<file path="config.mk">
export PLATFORM = sky130hd
export DESIGN_NAME = ttu_seq
export DESIGN_NICKNAME = d
export VERILOG_FILES = /design/src/sv/ttu_pkg.sv /design/src/sv/ttu_seq.sv
export SDC_FILE = /design/constraint.sdc
export NUM_CORES = 1
export LEC_CHECK = 0
export ABC_AREA = 0
export BUFFER_PORTS_ARGS = -buffer_cell sky130_fd_sc_hd__buf_2
export CORE_MARGIN = 1
export CORE_UTILIZATION = 45
export DETAILED_ROUTE_END_ITERATION = 10
export PLACE_DENSITY = 0.67
export SLEW_MARGIN = 10
export SYNTH_ARGS = -nofsm -noshare
export SYNTH_HDL_FRONTEND = slang
export SYNTH_SLANG_ARGS = --single-unit
</file>
<file path="constraint.sdc">
create_clock -name clk -period 3.7 [get_ports clk]
set_input_delay 0 -clock clk [delete_from_list [all_inputs] [get_ports clk]]
set_output_delay 0 -clock clk [all_outputs]
set_load 0.01 [all_outputs]
</file>
<file path="src/sv/ttu_pkg.sv">
// ----------------------------------------------------------------------------
// ttu_pkg
// Shared types and constants for the triangle tangent unit.
// ----------------------------------------------------------------------------
package ttu_pkg;

  localparam int unsigned POS_W  = 32;
  localparam int unsigned TEX_W  = 16;
  localparam int unsigned OUT_W  = 16;
  localparam int unsigned TAN_W  = 52;  // exact raw tangent component width
  localparam int unsigned MAG_W  = 30;  // normalized magnitude width
  localparam int unsigned SUM_W  = 62;  // sum of three squares
  localparam int unsigned LEN_W  = 31;
  localparam int unsigned NUM_W  = 45;  // mag * 2^14 + len/2
  localparam logic [OUT_W-1:0] ONE_Q14 = 16'd16384;

  localparam logic [1:0] CORNER_LAST = 2'd2;
  localparam logic [1:0] CORNER_BAD  = 2'd3;

  typedef enum logic [3:0] {
    ST_IDLE,
    ST_DELTA,
    ST_DET,
    ST_TAN,
    ST_NORM,
    ST_SQ,
    ST_SQRT,
    ST_DIV,
    ST_DONE
  } ttu_state_t;

  // control from the sequencer to the datapath
  typedef struct packed {
    logic start;      // latch corner 2 and start
    logic do_delta;
    logic do_det;
    logic do_tan;
    logic do_norm;
    logic do_sq;
    logic do_sqrt;
    logic do_div;
    logic [1:0] idx;  // component index
    logic [5:0] step; // iteration counter
  } ttu_ctrl_t;

  typedef struct packed {
    logic degen;      // det or tangent zero
    logic norm_done;
  } ttu_stat_t;

endpackage

</file>
<file path="src/sv/ttu_seq.sv">
// ----------------------------------------------------------------------------
// ttu_seq
// Sequencer stepping the shared datapath through one triangle.
// ----------------------------------------------------------------------------
module ttu_seq (
  input  logic               clk,
  input  logic               rst_n,
  input  logic               go,
  input  ttu_pkg::ttu_stat_t stat,
  input  logic               out_stall,
  output ttu_pkg::ttu_ctrl_t ctrl,
  output logic               busy,
  output logic               out_valid
);
  import ttu_pkg::*;

  ttu_state_t state_r, state_nxt;
  logic [1:0] idx_r, idx_nxt;
  logic [5:0] step_r, step_nxt;

  always_ff @(posedge clk) begin
    if (!rst_n) begin
      state_r <= ST_IDLE;
      idx_r   <= '0;
      step_r  <= '0;
    end else begin
      state_r <= state_nxt;
      idx_r   <= idx_nxt;
      step_r  <= step_nxt;
    end
  end

  always_comb begin
    state_nxt = state_r;
    idx_nxt   = idx_r;
    step_nxt  = step_r;
    case (state_r)
      ST_IDLE:  if (go) state_nxt = ST_DELTA;
      ST_DELTA: state_nxt = ST_DET;
      ST_DET: begin
        state_nxt = ST_TAN;
        idx_nxt   = '0;
      end
      ST_TAN: begin
        idx_nxt = idx_r + 2'd1;
        if (idx_r == 2'd2) begin
          idx_nxt   = '0;
          state_nxt = ST_NORM;
        end
      end
      ST_NORM: begin
        if (stat.degen) state_nxt = ST_DONE;
        else if (stat.norm_done) state_nxt = ST_SQ;
      end
      ST_SQ: begin
        idx_nxt = idx_r + 2'd1;
        if (idx_r == 2'd2) begin
          idx_nxt   = '0;
          step_nxt  = '0;
          state_nxt = ST_SQRT;
        end
      end
      ST_SQRT: begin
        step_nxt = step_r + 6'd1;
        if (step_r == 6'd30) begin
          step_nxt  = '0;
          state_nxt = ST_DIV;
        end
      end
      ST_DIV: begin
        step_nxt = step_r + 6'd1;
        if (step_r == 6'd15) begin
          step_nxt = 6'd63;
          state_nxt = ST_DIV;
        end
        if (step_r == 6'd63) begin
          step_nxt = '0;
          idx_nxt  = idx_r + 2'd1;
          if (idx_r == 2'd2) begin
            idx_nxt   = '0;
            state_nxt = ST_DONE;
          end
        end
      end
      ST_DONE:  if (!out_stall) state_nxt = ST_IDLE;
      default:  state_nxt = ST_IDLE;
    endcase
  end

  always_comb begin
    ctrl          = '0;
    ctrl.idx      = idx_r;
    ctrl.step     = step_r;
    ctrl.start    = (state_r == ST_IDLE) && go;
    ctrl.do_delta = (state_r == ST_DELTA);
    ctrl.do_det   = (state_r == ST_DET);
    ctrl.do_tan   = (state_r == ST_TAN);
    ctrl.do_norm  = (state_r == ST_NORM) && !stat.norm_done && !stat.degen;
    ctrl.do_sq    = (state_r == ST_SQ) ||
                    ((state_r == ST_DIV) && (step_r == 6'd63));
    ctrl.do_sqrt  = (state_r == ST_SQRT);
    ctrl.do_div   = (state_r == ST_DIV) && (step_r != 6'd63);
    busy          = (state_r != ST_IDLE);
    out_valid     = (state_r == ST_DONE);
  end

endmodule

</file>
==> results.toml, run 1 <==
[run_status]
status = "completed"

[synth]
ys_ff_latch = 12
syn_nets = 130
async_flop_share_pct = 0
yosysTopAreaCellShare_pct = 25.50
avgSynthCellArea_um2 = 7.723
yosysSeqAreaShare_pct = 25.50
synthFlopType = "dfxtp_1"
yosys-top-cells-count = "nand2_1, dfxtp_1, a21oi_1"
ys_warn_count = 0
ys_types = 42
synth_area_leaders = "dfxtp_1, nand2_1, a21oi_1"
synth.most_common_cell = "nand2_1"
synth_area_um2 = 942.2
synth_edf_count = 0
synth_top_area_cell = "dfxtp_1"
synth_cells = 122

[routing]
routedWlPerCell_um = 13.78
viasPerCell = 5.935
totalWireLength_mm = 2.328
first_pass_iters = 4
vias = 1003
drt.antenna.violating_nets = 0
drc = 0
drt-initial-drc-count = 41

[timing]
slew_headroom_pct = 63.03
final-hold-violation-count = 0
max_freq_mhz = 510.3
worst_pin_slew_ns = 0.5537
finClkSkew_ns = 0.001147
finalCriticalPeriod_ns = 1.960
rsz0062_at_grt = "false"
drv_slew = 0
tns_ns = 0
fin_crit_sh_pct = 52.97
finalSetupViolations = 0

[clock_tree]
postCtsSetupBuffers = 0
cts_root_buf = "clkbuf_4"
clockBufferDepth = 2
ctsHtreeMaxLevel = 1
insertion_delay_ns = 0.27
clkTransAtPathRegs_ns = 0.07
cts-hold-fix-buffers = 0
cts_tree = "yes"
numCtsBuffers = 3
clock_sinks = 12
post_cts_resized = 0

[floorplanning]
die_w_um = 47.76
std_cell_rows = 16
dieArea_mm2 = 0.002281
die_h_um = 47.76
core-area_mm2 = 0.001962
io_pins = 24
initial_core_util_pct = 48.02

[critical_path]
r2r_cells = 6
crit_arrival_ns = 2.16
crit_fanout = 7
path_class = "reg -> reg"
r2r_start = "step_r[1]"
worstPathRequired_ns = 3.90
reg2reg_to = "step_r[2]"
r2r_slack_ns = 1.74
cp-end-kind = "flop"
critPathLaunch = "step_r[1]"
cp-start-kind = "flop"

[place]
hpwl_mm = 1.709
dpl.cell_count = 166
routabilityCongestion = 0.8159
io_buffer_count = 23

[hold_path]
hold_path.startpoint = "rst_n"
worstHoldPathCells = 3
hold_class = "in -> reg"
min_to = "idx_r[1]"

[cells_and_area]
filler_cell_count = 194
area_delta_synth_final_pct = 15.40
nets = 152
drive_above_1_share_pct = 23.94
instances_no_fill = 169
regArea_um2 = 240.2
antenna-diode-count = 0
multi_input_area_um2 = 660.6

[job]
maxCapViolations = 0

[grt]
grt_pass1_vias = 782
track_usage_pct = 22.15
grt_overflow = 0
grt_pass1_wl_mm = 3.553
grt_max_degree = 18
grt_antenna_before_repair = 0

[pwr]
p_seq_share_pct = 46.8
p_clk_share_pct = 23.7
intPower_uw = 218.3
power_density_mw_per_mm2 = 317.6
power.leakage_nw = 0.4849
share_comb_of_total_power_pct = 29.5
switching_power_uw = 126.9
ir_worst_vdd_mv = 0.1970
swShare_pct = 36.76
[state kept, by name, indices dropped and copies added, names as in the netlist]
name     count
step_r       6
state_r      4
idx_r        2
[layout make-up]
cell class	count	area share (%)
Multi-Input combinational cell	100	60.76
Sequential cell	12	22.09
Timing Repair Buffer	23	10.59
Tap cell	27	3.107
Clock buffer	3	2.071
Inverter	4	1.381
[power by group through the flow]
stage | clock network, mW | registers, mW | logic [mW]
after CTS | 0.0837 | 0.161 | 0.102
after global routing | 0.0893 | 0.165 | 0.114
after global placement | 0 | 0.163 | 0.101
final | 0.0817 | 0.162 | 0.102
after detailed placement | 0 | 0.164 | 0.101
after floorplan | 0 | 0.150 | 0.0844
[worst max-delay path, cell delays in order (launching register included)]
cell and delay, ns:
dfxtp_1 0.45, ha_1 0.30, nand3_1 0.13, or4_1 0.58, nor2b_1 0.17, o211a_1 0.15
nor3_2 0.11
[logic make-up (layout without fill, tap and decap cells)]
kind of cell / after synthesis / count (layout) / synth area share (%)
buf+inv: 10 / 30 / 4.381
compound gates: 38 / 38 / 28.68
flops: 12 / 12 / 25.50
fa+ha+maj: 2 / 2 / 2.656
simple gates: 60 / 60 / 38.78
[per-stage QoR]
stage          setup WS (ns)  power [mW]  hold WS, ns  utilization (%)  cell area [um^2]
2_1_floorplan          1.927      0.2343      0.03509                -             942.2
3_3_place_gp           1.794      0.2645       0.2908            54.27              1065
3_5_place_dp           1.790      0.2652       0.2912            54.27              1065
4_1_cts                1.770      0.3464     0.008132            55.42              1087
5_1_grt                1.585      0.3685      0.02873            55.42              1087
6_report               1.740      0.3453      0.01009            55.42              1087
[worst max path at each step]
stage	to	slack [ns]	depth (start not counted)
6_report	step_r[2]	1.74	6
5_1_grt	state_r[1]	1.59	5
3_5_place_dp	step_r[2]	1.79	6
4_1_cts	step_r[2]	1.77	6
2_1_floorplan	step_r[2]	1.93	6
3_3_place_gp	step_r[2]	1.79	6
[layer usage]
layer  global-route usage (%)  part of all wire, %
met1                    34.01                   49
met2                    31.08                   45
met3                    4.528                  5.1
met4                    5.556                 0.52
met5                        0                    0
[placed cells by master, fill, tap and decap left out, types with 3 or more instances in the layout]
cell / Yosys / final
buf_2: 3 / 23
nand2_1: 17 / 17
dfxtp_1: 12 / 12
a21oi_1: 10 / 10
nor2_1: 7 / 7
nand3_1: 6 / 6
nand2b_1: 5 / 5
nor3_1: 4 / 4
inv_1: 4 / 4
o21ai_1: 4 / 4
and3_1: 3 / 3
a211oi_1: 3 / 3
o21ai_0: 3 / 3
clkbuf_4: 0 / 3
Power figures use the tool's default switching activity.
==> run 2, diff against run 1 <==
--- a/config.mk
+++ b/config.mk
@@ -5,12 +5,12 @@
 export SDC_FILE = /design/constraint.sdc
 export NUM_CORES = 1
 export LEC_CHECK = 0
-export ABC_AREA = 0
+export ABC_AREA = 1
 export BUFFER_PORTS_ARGS = -buffer_cell sky130_fd_sc_hd__buf_2
 export CORE_MARGIN = 1
 export CORE_UTILIZATION = 45
 export DETAILED_ROUTE_END_ITERATION = 10
-export PLACE_DENSITY = 0.67
+export PLACE_DENSITY = 0.68
 export SLEW_MARGIN = 10
 export SYNTH_ARGS = -nofsm -noshare
 export SYNTH_HDL_FRONTEND = slang
==> constraint.sdc (replaced) <==
create_clock -name clk -period 1.9 [get_ports clk]
set_input_delay 0 -clock clk [delete_from_list [all_inputs] [get_ports clk]]
set_output_delay 0 -clock clk [all_outputs]
set_load 0.01 [all_outputs]
==> results.toml, run 2 <==
[hold_path]
hold_class = "in -> reg"

[synth]
ys_ff_latch = 12
synthFlopType = "dfxtp_1"
synth_edf_count = 0
ys_warn_count = 0
yosysTopAreaCellShare_pct = 26.59
synth_top_area_cell = "dfxtp_1"
yosys-top-cells-count = "nand2_1, inv_1, nor2_1"
syn_nets = 167
ys_types = 20
avgSynthCellArea_um2 = 5.682
synth_area_um2 = 903.4
async_flop_share_pct = 0
synth.most_common_cell = "nand2_1"
synth_area_leaders = "dfxtp_1, nand2_1, inv_1"
yosysSeqAreaShare_pct = 26.59
synth_cells = 159

[pwr]
power.leakage_nw = 0.6235
power_density_mw_per_mm2 = 961.7
p_total_mw = 1.034
ir_worst_vdd_mv = 0.6603

[routing]
totalWireLength_mm = 2.291
vias = 1057
routedWlPerCell_um = 10.91
viasPerCell = 5.033
first_pass_iters = 4
drt-initial-drc-count = 31
drt.antenna.violating_nets = 0
drc = 0

[grt]
grt_pass1_wl_mm = 3.532
grt_max_degree = 9
grt_antenna_before_repair = 0
grt_overflow = 0
grt_pass1_vias = 891
track_usage_pct = 22.64

[run_status]
status = "finished, violations left"
violations = "hold timing"

[timing]
rsz0062_at_grt = "false"
worst_pin_slew_ns = 0.3324
final-hold-violation-count = 2
slew_headroom_pct = 77.76
max_freq_mhz = 608.5
finClkSkew_ns = 0.007612
finalSetupViolations = 0
tns_ns = 0
drv_slew = 0
finalCriticalPeriod_ns = 1.643
fin_crit_sh_pct = 86.50
timing.hold.ws_ns = -0.003155

[floorplanning]
dieArea_mm2 = 0.002191
std_cell_rows = 15
io_pins = 24
die_w_um = 46.81
core-area_mm2 = 0.001802
die_h_um = 46.81
initial_core_util_pct = 50.14

[job]
maxCapViolations = 0

[critical_path]
path_class = "reg -> out"
crit_family = "flip-flops"
crit_arrival_ns = 1.64
r2r_cells = 10
cp_slowest_stage_delay_ns = 0.41
cpMaxStageDelayCell = "dfxtp_1"
crit_fanout = 5
worstPathRequired_ns = 1.90
reg2reg_to = "step_r[2]"
r2r_start = "step_r[0]"
endpoint = "ctrl[10]"
cp-end-kind = "output port"
r2r_slack_ns = 0.27
cp_num_buf_inv = 2
critPathLaunch = "step_r[0]"
cp-start-kind = "flop"
cp_cell_sequence = "ha_1, inv_1, nor2_1, nand2_1, o21ai_0, buf_2"
cp_num_cells = 6

[cells_and_area]
antenna-diode-count = 0
filler_cell_count = 211
nets = 194
drive_above_1_share_pct = 16.76
final_common_cell = "nand2_1"
regMostFlops = "step_r"
area_delta_synth_final_pct = 18.98
largest_reg_flops = 6
reg.largest.list = "step_r x6, state_r x4, idx_r x2"
final_cell_mix = "nand2_1, inv_1, nor2_1, buf_2, nand3_1"

[clock_tree]
clockBufferDepth = 2
post_cts_resized = 0
clock_sinks = 12
cts-hold-fix-buffers = 0
cts_tree = "yes"
ctsHtreeMaxLevel = 1
postCtsSetupBuffers = 0
numCtsBuffers = 3
cts_root_buf = "clkbuf_4"
clkTransAtPathRegs_ns = 0.09
insertion_delay_ns = 0.28

[place]
hpwl_mm = 1.794
routabilityCongestion = 0.8884
io_buffer_count = 23
[run 2: cell types whose count changed after synthesis, moves of 4 or more]
cell | previous run | this run
nor2_1 | 7 | 24
inv_1 | 4 | 26
o21ai_1 | 4 | 0
nand3_1 | 6 | 15
nand2_1 | 17 | 55
a21oi_1 | 10 | 6
nand2b_1 | 5 | 0
[run 2: tightest hold or removal path, cell delays in order]
cell     delay (ns)
buf_2          0.15
nand2_1        0.07
inv_1          0.03
[run 2: worst min path at each step]
stage / from / depth (start not counted) / slack (ns) / end
finish: rst_n / 3 / -0.003 / state_r[3]
global placement: rst_n / 3 / 0.30 / step_r[2]
detailed placement: rst_n / 3 / 0.30 / step_r[2]
floorplan: rst_n / 2 / 0.1 / state_r[3]
CTS: rst_n / 3 / 0.0001 / state_r[3]
global route: rst_n / 3 / 0.006 / step_r[2]
[run 2: area by class of cell]
| type | count | area, um^2 | share of cell area, % |
|---|---|---|---|
| clock buffer | 4 | 36.28 | 3.376 |
| inverter | 26 | 97.59 | 9.080 |
| multi-input combinational | 120 | 554.3 | 51.57 |
| sequential | 12 | 240.2 | 22.35 |
| tap | 25 | 31.28 | 2.910 |
| timing repair buffer | 23 | 115.1 | 10.71 |
[run 2: power by group]
| part | internal (mW) | leakage [nW] | switching (mW) |
|---|---|---|---|
| sequential | 0.293 | 0.0973 | 0.0630 |
| clock | 0.117 | 0.0210 | 0.0963 |
| combinational | 0.170 | 0.505 | 0.295 |
[run 2: logic make-up (layout without fill, tap and decap cells)]
family	after synthesis	count (layout)	share of synthesized area, %
buf+inv	27	53	12.05
xor+xnor	1	1	0.9697
simple gates	104	104	49.03
compound gates	13	13	8.588
flops	12	12	26.59
fa+ha+maj	2	2	2.770
[run 2: through the flow]
step | setup slack, ns | util (%) | area (um^2) | hold WS [ns] | instances
floorplan | 0.4398 | - | 903.4 | 0.09763 | 159
global placement | 0.3789 | 57.64 | 1039 | 0.2951 | 206
detailed placement | 0.3158 | 57.64 | 1039 | 0.2979 | 206
CTS | 0.2853 | 59.65 | 1075 | 0.0001241 | 210
global route | 0.09918 | 59.65 | 1075 | 0.006392 | 210
finish | 0.2566 | 59.65 | 1075 | -0.003155 | 210
[run 2: per-layer routing]
metal	share of wire, %	vias to the layer above	global-route usage (%)
li1	-	554	-
met1	46	464	27.57
met2	47	32	38.61
met3	5.0	7	3.462
met4	2.0	0	11.43
met5	0	-	0
==> run 3, diff against run 2 <==
--- a/config.mk
+++ b/config.mk
@@ -5,12 +5,11 @@
 export SDC_FILE = /design/constraint.sdc
 export NUM_CORES = 1
 export LEC_CHECK = 0
-export ABC_AREA = 1
 export BUFFER_PORTS_ARGS = -buffer_cell sky130_fd_sc_hd__buf_2
 export CORE_MARGIN = 1
-export CORE_UTILIZATION = 45
+export CORE_UTILIZATION = 30
 export DETAILED_ROUTE_END_ITERATION = 10
-export PLACE_DENSITY = 0.68
+export PLACE_DENSITY = 0.48
 export SLEW_MARGIN = 10
 export SYNTH_ARGS = -nofsm -noshare
 export SYNTH_HDL_FRONTEND = slang
==> results.toml, run 3 (synthesized netlist as in run 1, its figures left out) <==
[pwr]
power_density_mw_per_mm2 = 593.0
intPower_uw = 455.9
power.leakage_nw = 0.5395
switching_power_uw = 251.9
ir_worst_vdd_mv = 0.3144
p_total_uw = 707.8
share_comb_of_total_power_pct = 35.6
p_clk_share_pct = 22.3
p_seq_share_pct = 42.2
swShare_pct = 35.59

[timing]
final-hold-violation-count = 0
max_freq_mhz = 571.0
finalCriticalPeriod_ns = 1.751
slew_headroom_pct = 63.98
timing.hold.ws_ns = 0.02435
setup_ws_ns = 0.1487
rsz0062_at_grt = "false"
fin_crit_sh_pct = 92.18
finalSetupViolations = 0
tns_ns = 0
worst_pin_slew_ns = 0.5367
finClkSkew_ns = 0.0009742
drv_slew = 0

[floorplanning]
die_w_um = 58.04
io_pins = 24
die_h_um = 58.04
core-area_mm2 = 0.002877
dieArea_mm2 = 0.003369
std_cell_rows = 19
initial_core_util_pct = 32.75

[clock_tree]
cts_root_buf = "clkbuf_4"
clockBufferDepth = 2
numCtsBuffers = 3
cts_tree = "yes"
insertion_delay_ns = 0.27
clkTransAtPathRegs_ns = 0.07
clock_sinks = 12
ctsHtreeMaxLevel = 1
postCtsSetupBuffers = 0

[grt]
grt_max_degree = 13
grt_antenna_before_repair = 0
grt_overflow = 0
grt_pass1_vias = 929
grt_pass1_wl_mm = 4.298
track_usage_pct = 16.52

[routing]
drt.antenna.violating_nets = 0
drc = 1
totalWireLength_mm = 2.606
drt-initial-drc-count = 35
vias = 1027
viasPerCell = 5.267
first_pass_iters = 8
routedWlPerCell_um = 13.36

[cells_and_area]
area_delta_synth_final_pct = 26.69
final_common_cell = "buf_2"
largest_reg_flops = 6
instances_no_fill = 195
drive_above_1_share_pct = 31.37
reg.largest.list = "step_r x6, state_r x4, idx_r x2"
filler_cell_count = 304
regMostFlops = "step_r"
nets = 163
final_cell_mix = "buf_2, nand2_1, buf_4, a21oi_1, dfxtp_1"
antenna-diode-count = 0

[place]
dpl.cell_count = 192
pre_cts_ws_ns = 0.06396
hpwl_mm = 2.006
io_buffer_count = 23
routabilityCongestion = 0.8612

[critical_path]
cp-end-kind = "flop"
crit_arrival_ns = 1.94
cp-start-kind = "flop"
path_class = "reg -> reg"
crit_fanout = 6
worstPathRequired_ns = 2.09

[run_status]
status = "finished, violations left"
violations = "DRC"

[job]
maxCapViolations = 0

[hold_path]
hold_class = "in -> reg"
## run 3: cell types whose count changed in the layout (fill, tap and decap cells not counted), sizes merged, moves of 4 or more
cell,before,now
a21oi,6,10
nor2,27,7
o21ai,3,7
inv,26,4
nand2b,0,5
nand2,55,17
buf,23,34
nand3,15,6
## run 3: worst max-delay path, cell delays in order (launching register included)
cell and delay, ns:
dfxtp_2 0.35, inv_1 0.09, ha_1 0.15, nand4_1 0.11, o211a_1 0.28, nor4_4 0.32, a21oi_1 0.12, a211oi_1 0.24
## run 3: path summary, 6_finish.rpt
path / from / endpoint / slack [ns] / cells after the start
min reg2reg: step_r[1] / step_r[1] / 0.53 / 2
max reg2reg: step_r[0] / state_r[1] / 0.15 / 7
max: step_r[0] / state_r[1] / 0.15 / 7
min: rst_n / idx_r[1] / 0.02 / 3
## run 3: layer usage
metal	vias up	wire length, um	global-route usage [%]
li1	525	-	-
met1	477	1385	25.17
met2	21	1060	22.99
met3	4	118	2.679
met4	0	42	6.122
met5	-	0	0
## run 3: area by class of cell
class                   instances  area (um^2)  area share [%]
clock buffers                   3        22.52           1.887
multi-input cells             100        663.1           55.56
inverters                       4        15.01           1.258
well taps                      42        52.55           4.403
repair buffers                 34        197.7           16.56
flip-flops and latches         12        242.7           20.34
## run 3: repair_timing
action                                  CTS  global route
endpoints found under the hold margin     0             0
endpoints found under the setup margin    0             7
resized for setup                         0             3
hold buffers                              0             0
## run 3: power by group through the flow
| stage | registers, mW | clock network (mW) | logic [mW] |
|---|---|---|---|
| finish | 0.298 | 0.158 | 0.252 |
| global placement | 0.305 | 0 | 0.250 |
| global route | 0.303 | 0.171 | 0.277 |
| CTS | 0.298 | 0.160 | 0.252 |
| floorplan | 0.292 | 0 | 0.164 |
| detailed placement | 0.304 | 0 | 0.251 |
## run 3: stage by stage
stage	util, %	instance area [um^2]
after floorplan	-	942.2
after global placement	40.54	1166
after detailed placement	40.54	1166
after CTS	41.32	1189
after global routing	41.50	1194
final	41.50	1194
